## src/design/abps_pkg.sv

```systemverilog
// ----------------------------------------------------------------------------
// Active Brownian particle step unit package
// Shared widths, register indexes, operation codes, pipeline types and
// memory sizing helpers.
// ----------------------------------------------------------------------------
`default_nettype none

package abps_pkg;

   localparam int PARTICLE_W = 10;
   localparam int POS_W      = 32;
   localparam int HEADING_W  = 16;
   localparam int NOISE_W    = 16;
   localparam int HGAIN_W    = 16;
   localparam int STEP_W     = 24;
   localparam int TRIG_W     = 16;
   localparam int HPROD_W    = HGAIN_W + 1 + NOISE_W;
   localparam int NPROD_W    = STEP_W + 1 + NOISE_W;

   localparam int NUM_PARTICLES_DEFAULT = 1024;
   localparam int SINE_LATENCY          = 6;

   localparam logic [HEADING_W-1:0] QUARTER_TURN = HEADING_W'(1 << (HEADING_W - 2));

   localparam int CSR_INDEX_W = 2;
   localparam int CSR_DATA_W  = 24;

   localparam logic [CSR_INDEX_W-1:0] CSR_HEADING_GAIN  = 2'd0;
   localparam logic [CSR_INDEX_W-1:0] CSR_SPEED_STEP    = 2'd1;
   localparam logic [CSR_INDEX_W-1:0] CSR_POSITION_GAIN = 2'd2;

   localparam logic OP_LOAD = 1'b0;
   localparam logic OP_STEP = 1'b1;

   typedef struct packed {
      logic                  valid;
      logic                  live;
      logic                  op;
      logic [PARTICLE_W-1:0] particle;
   } tag_type;

   function automatic int mem_depth(int num);
      return (num < (1 << PARTICLE_W)) ? num : (1 << PARTICLE_W);
   endfunction

   function automatic int addr_width(int depth);
      return (depth > 1) ? $clog2(depth) : 1;
   endfunction

endpackage

`default_nettype wire

```

## src/design/abps_sine.sv

```systemverilog
// ----------------------------------------------------------------------------
// Pipelined table-free sine
// Quarter-wave folding and an odd seventh-order polynomial, one multiply per
// stage, giving a registered Q1.15 value.
// ----------------------------------------------------------------------------
`default_nettype none

module abps_sine (
   input  wire logic                                clock,
   input  wire logic [abps_pkg::HEADING_W-1:0]      phase,
   output logic signed [abps_pkg::TRIG_W-1:0]       trig
);

   localparam int HW    = abps_pkg::HEADING_W;
   localparam int TW    = HW - 1;
   localparam int T_W   = HW + 1;
   localparam int ACC_W = 20;
   localparam int P_W   = ACC_W + T_W;
   localparam int S_W   = P_W - 15;

   localparam logic signed [ACC_W-1:0] K1 = ACC_W'(-307);
   localparam logic signed [ACC_W-1:0] K3 = ACC_W'(5223);
   localparam logic signed [ACC_W-1:0] K5 = ACC_W'(-42334);
   localparam logic signed [ACC_W-1:0] K7 = ACC_W'(102944);
   localparam logic signed [S_W-1:0]   S_MAX = S_W'((1 << (abps_pkg::TRIG_W - 1)) - 1);

   logic [1:0]              quad_a_ff, quad_b_ff, quad_c_ff, quad_d_ff, quad_e_ff;
   logic [TW-1:0]           t_in, t_a_ff;
   logic [2*TW-1:0]         tt_a_ff;
   logic signed [T_W-1:0]   t_b_ff, t_c_ff, t_d_ff;
   logic signed [T_W-1:0]   t2_in, t2_b_ff, t2_c_ff;
   logic signed [P_W-1:0]   m1_in, m1_b_ff;
   logic signed [ACC_W-1:0] acc1, acc2, acc3;
   logic signed [P_W-1:0]   m2_in, m2_c_ff;
   logic signed [P_W-1:0]   m3_in, m3_d_ff;
   logic signed [P_W-1:0]   m4_in, m4_e_ff;
   logic signed [S_W-1:0]   s_raw;
   logic signed [abps_pkg::TRIG_W-1:0] s_clamp, trig_in, trig_ff;

   always_comb begin
      if (phase[HW-2]) begin
         t_in = TW'(1 << (HW - 2)) - {1'b0, phase[HW-3:0]};
      end else begin
         t_in = {1'b0, phase[HW-3:0]};
      end
   end

   assign t2_in = T_W'(tt_a_ff[2*TW-1:HW-2]);
   assign m1_in = K1 * t2_in;
   assign acc1  = K3 + m1_b_ff[ACC_W+13:14];
   assign m2_in = acc1 * t2_b_ff;
   assign acc2  = K5 + m2_c_ff[ACC_W+13:14];
   assign m3_in = acc2 * t2_c_ff;
   assign acc3  = K7 + m3_d_ff[ACC_W+13:14];
   assign m4_in = acc3 * t_d_ff;
   assign s_raw = m4_e_ff[P_W-1:15];

   always_comb begin
      if (s_raw < 0) begin
         s_clamp = '0;
      end else if (s_raw > S_MAX) begin
         s_clamp = S_MAX[abps_pkg::TRIG_W-1:0];
      end else begin
         s_clamp = s_raw[abps_pkg::TRIG_W-1:0];
      end
      trig_in = quad_e_ff[1] ? -s_clamp : s_clamp;
   end

   always_ff @(posedge clock) begin
      quad_a_ff <= phase[HW-1:HW-2];
      t_a_ff    <= t_in;
      tt_a_ff   <= t_in * t_in;

      quad_b_ff <= quad_a_ff;
      t_b_ff    <= T_W'(t_a_ff);
      t2_b_ff   <= t2_in;
      m1_b_ff   <= m1_in;

      quad_c_ff <= quad_b_ff;
      t_c_ff    <= t_b_ff;
      t2_c_ff   <= t2_b_ff;
      m2_c_ff   <= m2_in;

      quad_d_ff <= quad_c_ff;
      t_d_ff    <= t_c_ff;
      m3_d_ff   <= m3_in;

      quad_e_ff <= quad_d_ff;
      m4_e_ff   <= m4_in;

      trig_ff   <= trig_in;
   end

   assign trig = trig_ff;

endmodule

`default_nettype wire

```

## config.mk

```make
export PLATFORM = sky130hd
export DESIGN_NAME = abps_sine
export DESIGN_NICKNAME = d
export VERILOG_FILES = /design/src/design/abps_pkg.sv /design/src/design/abps_sine.sv
export SDC_FILE = /design/constraint.sdc
export NUM_CORES = 2
export LEC_CHECK = 0
export ABC_AREA = 1
export BUFFER_PORTS_ARGS = -buffer_cell sky130_fd_sc_hd__buf_2
export CORE_MARGIN = 2
export CORE_UTILIZATION = 40
export CTS_BUF_LIST = sky130_fd_sc_hd__clkbuf_2 sky130_fd_sc_hd__clkbuf_4 sky130_fd_sc_hd__clkbuf_8
export DETAILED_ROUTE_END_ITERATION = 10
export PLACE_DENSITY = 0.55
export SYNTH_ARGS = -nofsm -noshare
export SYNTH_HDL_FRONTEND = slang
export SYNTH_SLANG_ARGS = --single-unit
```

## constraint.sdc

```tcl
create_clock -name clock -period 8.7 [get_ports clock]
set_input_delay 0.87 -clock clock [delete_from_list [all_inputs] [get_ports clock]]
set_output_delay 0.87 -clock clock [all_outputs]
set_load 0.01 [all_outputs]
```

# Yosys cells after proc, flatten, opt, wreduce, memory -nomap -nowiden
# Cells that the tools add are included.
dict set report classes {
  muxes 4
  order_cmp 2
  n_addsub 5
  multipliers 5
}
# cell n
set ops {}
lappend ops {{$mul A20 B17 Y34} 2}
lappend ops {{$mux W16} 3}
lappend ops {{$mul A20 B16 Y36} 1}
lappend ops {{$mul A15 B15 Y30} 1}
lappend ops {{$mul A10 B17 Y27 const A} 1}
lappend ops {{$gt A21 B16 Y1 const B} 1}
lappend ops {{$lt A21 B1 Y1 const B} 1}
lappend ops {{$add A13 B20 Y20 const A} 1}
lappend ops {{$add A17 B20 Y20 const A} 1}
lappend ops {{$add A20 B20 Y20 const A} 1}
lappend ops {{$neg A16 Y16} 1}
lappend ops {{$mux W15} 1}
lappend ops {{$sub A15 B14 Y15 const A} 1}
dict set report totals {
  wordCells 33
  reg_bits 279
  input_bits 17
}

# Longest topological paths before layout
dict set report depth {
  word_depth 5
  depth_mapped 36
  mapped_depth_nobuf 36
}

# Least setup slack after synthesis
# Ideal clock, no wire load.
dict set report synth_timing {
  path_kind {register to register}
  startpoint {reg m3_d_ff[20]}
  endpoint {reg m4_e_ff[35] (netlist name)}
  required_ns 8.587
  synth_period_minus_slack_ns 6.675
  setup_ns 0.113
  arrival_ns 6.563
  path_buffers 2
  slack_ns 2.025
  stages_incl_launch_ff 33
  path_cell_list {dfxtp_1 -> ha_1 -> nand3_1 -> nand2_1 -> nand3_1 -> nand2_1 -> nand3_1 -> nand2_1 -> a31o_2 -> nand2_4 -> nor2_1 -> inv_1 -> fa_1 -> inv_1 -> fa_1 -> clkbuf_1 -> buf_1 -> xnor2_1 -> ha_1 -> inv_1 -> fa_1 -> inv_1 -> fa_1 -> inv_1 -> fa_1 -> inv_1 -> ha_1 -> inv_1 -> nor3_1 -> a2111oi_0 -> nand2_1 -> nand2_1 -> nand2_1}
}
dict set report synth_between {
  elab_chain_len 2
}
# item line_no
set synth_lines {}
lappend synth_lines {{start, declared} abps_sine.sv:35} ;# logic signed [P_W-1:0] m3_in, m3_d_ff;
lappend synth_lines {{start signal, assigned} abps_sine.sv:86} ;# m3_d_ff <= m3_in;
lappend synth_lines {{$add A17 B20 Y20} abps_sine.sv:54} ;# assign acc3 = K7 + m3_d_ff[ACC_W+13:14];
lappend synth_lines {{$mul A20 B16 Y36} abps_sine.sv:55} ;# assign m4_in = acc3 * t_d_ff;
lappend synth_lines {{via m4_in[35]} abps_sine.sv:36} ;# logic signed [P_W-1:0] m4_in, m4_e_ff;
# The timed path passes the listed nets, and every way through them passes these cells.

# Final worst setup path
dict set report layout_timing {
  startpoint {reg m3_d_ff[19]}
  endpoint {reg m4_e_ff[35] (netlist name)}
}
dict set report layout_between {
  elab_chain_len 2
}
# item line_no
set layout_lines {}
lappend layout_lines {{$add A17 B20 Y20} abps_sine.sv:54}
lappend layout_lines {{$mul A20 B16 Y36} abps_sine.sv:55}
lappend layout_lines {{via m4_in[35]} abps_sine.sv:36}
# The timed path passes the listed nets, and every way through them passes these cells.

==> metrics.cfg <==
[drt]
detail_route.iter0.violations=2086
drtAntennaViolNets=0
wl_um=130000
drt_first_pass_iters=8
avgRoutedWirePerCell_um=16.8
vias=36900
drc=0
via_per_inst=4.75

[sta]
worstMarginPinSlew_ns=1.04
relSlewSlack_pct=30.5
setup_viol=0
tns_ns=0
hold_viol=0
rsz0062_at_grt=no
period_needed_ns=7.53
finClkSkew_ns=0.0368
period_share_pct=86.5
slew_violations=0
max_freq_mhz=133

[synth]
synth_simple_gate_area_share_pct=15.6
synth_warnings=0
yosysUniqueCellTypes=65
synth_flop_cell=dfxtp_1
yosysTopAreaCell=fa_1
synthMuxAreaShare_pct=0
syn_area_per_cell_um2=8.14
yosys.area.top_type_share_pct=41.4
synthTopCellsByArea=fa_1 41%, inv_1 13%, ha_1 12%
synthTopCellsByCount=1717 x inv_1, 1082 x nand2_1, 1017 x fa_1, 551 x nor2_1, 487 x ha_1
ys_seq_area_share_pct=8.27
synth_xor_area_share_pct=2.84
mappedNetlistArea_mm2=0.0491
async_reset_ff_share_pct=0
synth.most_common_cell=inv_1
synth_top_family_by_area=adder cells
synthAdderAreaFrac_pct=53.8
synth_edf_count=0
synth_cells=6036
ys_ff_latch=203
synth_compound_area_share_pct=4.89

[clock_network]
root_buffer=clkbuf_8
cts_resized=0
cts_buffer_depth=3
htree_num_levels=2
clkTransAtPathRegs_ns=0.06
cts_tree=built
clk_latency_ns=0.64
cts_buffers=40
cts_hold_buf=0
cts_setup_buffers=0
cts.sinks=203

[worst_setup_path]
reg2reg_from=m3_d_ff[19]
worst_path_most_repeated_cell=nand2_1
r2r.worst_path.cells=31
rr_endpoint=m4_e_ff[35]
timing_worst_setup_path_type=register to register
ff2ff_setup_slack_ns=1.17
crit_fanout=15
required_ns=9.26
slowest_delay_ns=1.02
arrival_ns=8.09
end_kind=register
slowest_stage=fa_1
start_kind=register

[placement]
place_inst=7697
gp_congestion=0.923
io_buffers=32
hpwl_um=111000

[status]
outcome=completed

[die]
core_region_area_mm2=0.122
die_y_um=354
die_w_um=354
dieArea_mm2=0.126
initial_core_util_pct=40.3
rows=128
ios=33

[finish]
stdcell_count=7768
nFillCells=12500
syn_to_final_growth_pct=6.52
finish.utilization_pct=42.9
drive_above_1_share_pct=4.66
final_nets=7635

[global_route]
antenna_found_initial=5
grt_max_degree=21
gr-total-overflow=0
grt_pass1_vias=39000
track_usage_pct=21.4
grt_pass1_wl_um=212000

[worst_hold_path]
min_to=t_c_ff[1]
worstHoldPathType=register to register
whs_path_depth=0
hold_start=t_b_ff[1]

[job]
drv_cap=0

## worst max path at each step
stage	from	end	slack [ns]	depth (start not counted)
6_report	m3_d_ff[19]	m4_e_ff[35]	1.17	31
5_1_grt	m3_d_ff[19]	m4_e_ff[35]	0.64	31
4_1_cts	m3_d_ff[19]	m4_e_ff[35]	1.15	30
3_5_place_dp	phase[0]	tt_a_ff[22]	1.12	32
3_3_place_gp	phase[0]	tt_a_ff[22]	1.23	32
2_1_floorplan	m3_d_ff[20]	m4_e_ff[35]	2.02	32
## cell usage in the layout, fill, tap and decap left out, types with 6 or more instances in the layout
cell type     n
conb_1       76
nor4_1       13
nand2_2      14
o21ai_0      95
a21o_1       18
o21a_1       18
nand4_1      29
a21oi_1     178
nor2_1      551
fa_1       1017
buf_4        40
a31oi_1      19
o221ai_1      6
o21ai_1      16
xor2_1      108
inv_1      1717
a21boi_0      8
buf_2        32
o21ai_2       7
nand2_1    1082
inv_2        35
nor3_1       23
nand3_1      95
xnor2_1      36
clkbuf_4      6
clkbuf_8     47
ha_1        487
nor2_2       31
clkinv_1     18
o21bai_1     20
dfxtp_1     203
xor2_2        7
or2_2        11
clkinv_2      8
nand2_4       8
## state kept, by name, indices dropped and copies added (netlist names)
signal / cells
m4_e_ff: 21
m2_c_ff: 20
m3_d_ff: 20
tt_a_ff: 17
t2_c_ff: 16
trig: 16
m1_b_ff: 15
t_b_ff: 15
t_c_ff: 15
t_d_ff: 15
t2_b_ff: 14
t_a_ff: 14
quad_a_ff: 1
quad_b_ff: 1
quad_c_ff: 1
quad_d_ff: 1
quad_e_ff: 1
## kinds of logic after synthesis
kind of cell / Yosys count
AO/OA/AOI/OAI: 410
XOR/XNOR: 152
adder cells (fa/ha/maj): 1504
buffers and inverters: 1885
flip-flops: 203
other: 2
AND/OR/NAND/NOR: 1880
## through the flow
stage | area [um^2] | worst slack [ns] | hold slack, ns
floorplan | 49400 | 2.02 | 0.310
global placement | 51400 | 1.23 | 0.309
detailed placement | 51400 | 1.12 | 0.312
CTS | 52300 | 1.15 | 0.234
global route | 52300 | 0.641 | 0.265
finish | 52300 | 1.17 | 0.295
## critical path, delay by kind of cell, from the launching register on
family | cells | cell delay (ns)
adders and majority gates | 8 | 4.27
and+or+nand+nor | 13 | 1.36
AOI/OAI and AO/OA | 5 | 0.87
DFF | 1 | 0.56
buffers and inverters | 5 | 0.42
## per-layer routing
layer	vias to the layer above	GRT usage [%]	wire length [um]
met3	195	2.54	6630
met5	-	0	27
li1	17600	-	-
met2	950	36.7	63000
met1	18100	28.6	56900
met4	4	5.58	3540
## area by class of cell
| class | count | area, um^2 | share of cell area [%] |
|---|---|---|---|
| antenna | 1 | 2.50 | 0.00478 |
| clock buffer | 53 | 692 | 1.32 |
| clock inverter | 17 | 190 | 0.363 |
| inverter | 1775 | 6680 | 12.8 |
| multi-input combinational | 4022 | 38200 | 73.0 |
| sequential | 203 | 4060 | 7.77 |
| tap | 1625 | 2030 | 3.89 |
| timing repair buffer | 72 | 460 | 0.880 |
Power is left out: the tool's default activity adds up to more than one toggle a clock period on the data nets, which glitch-free logic cannot reach.
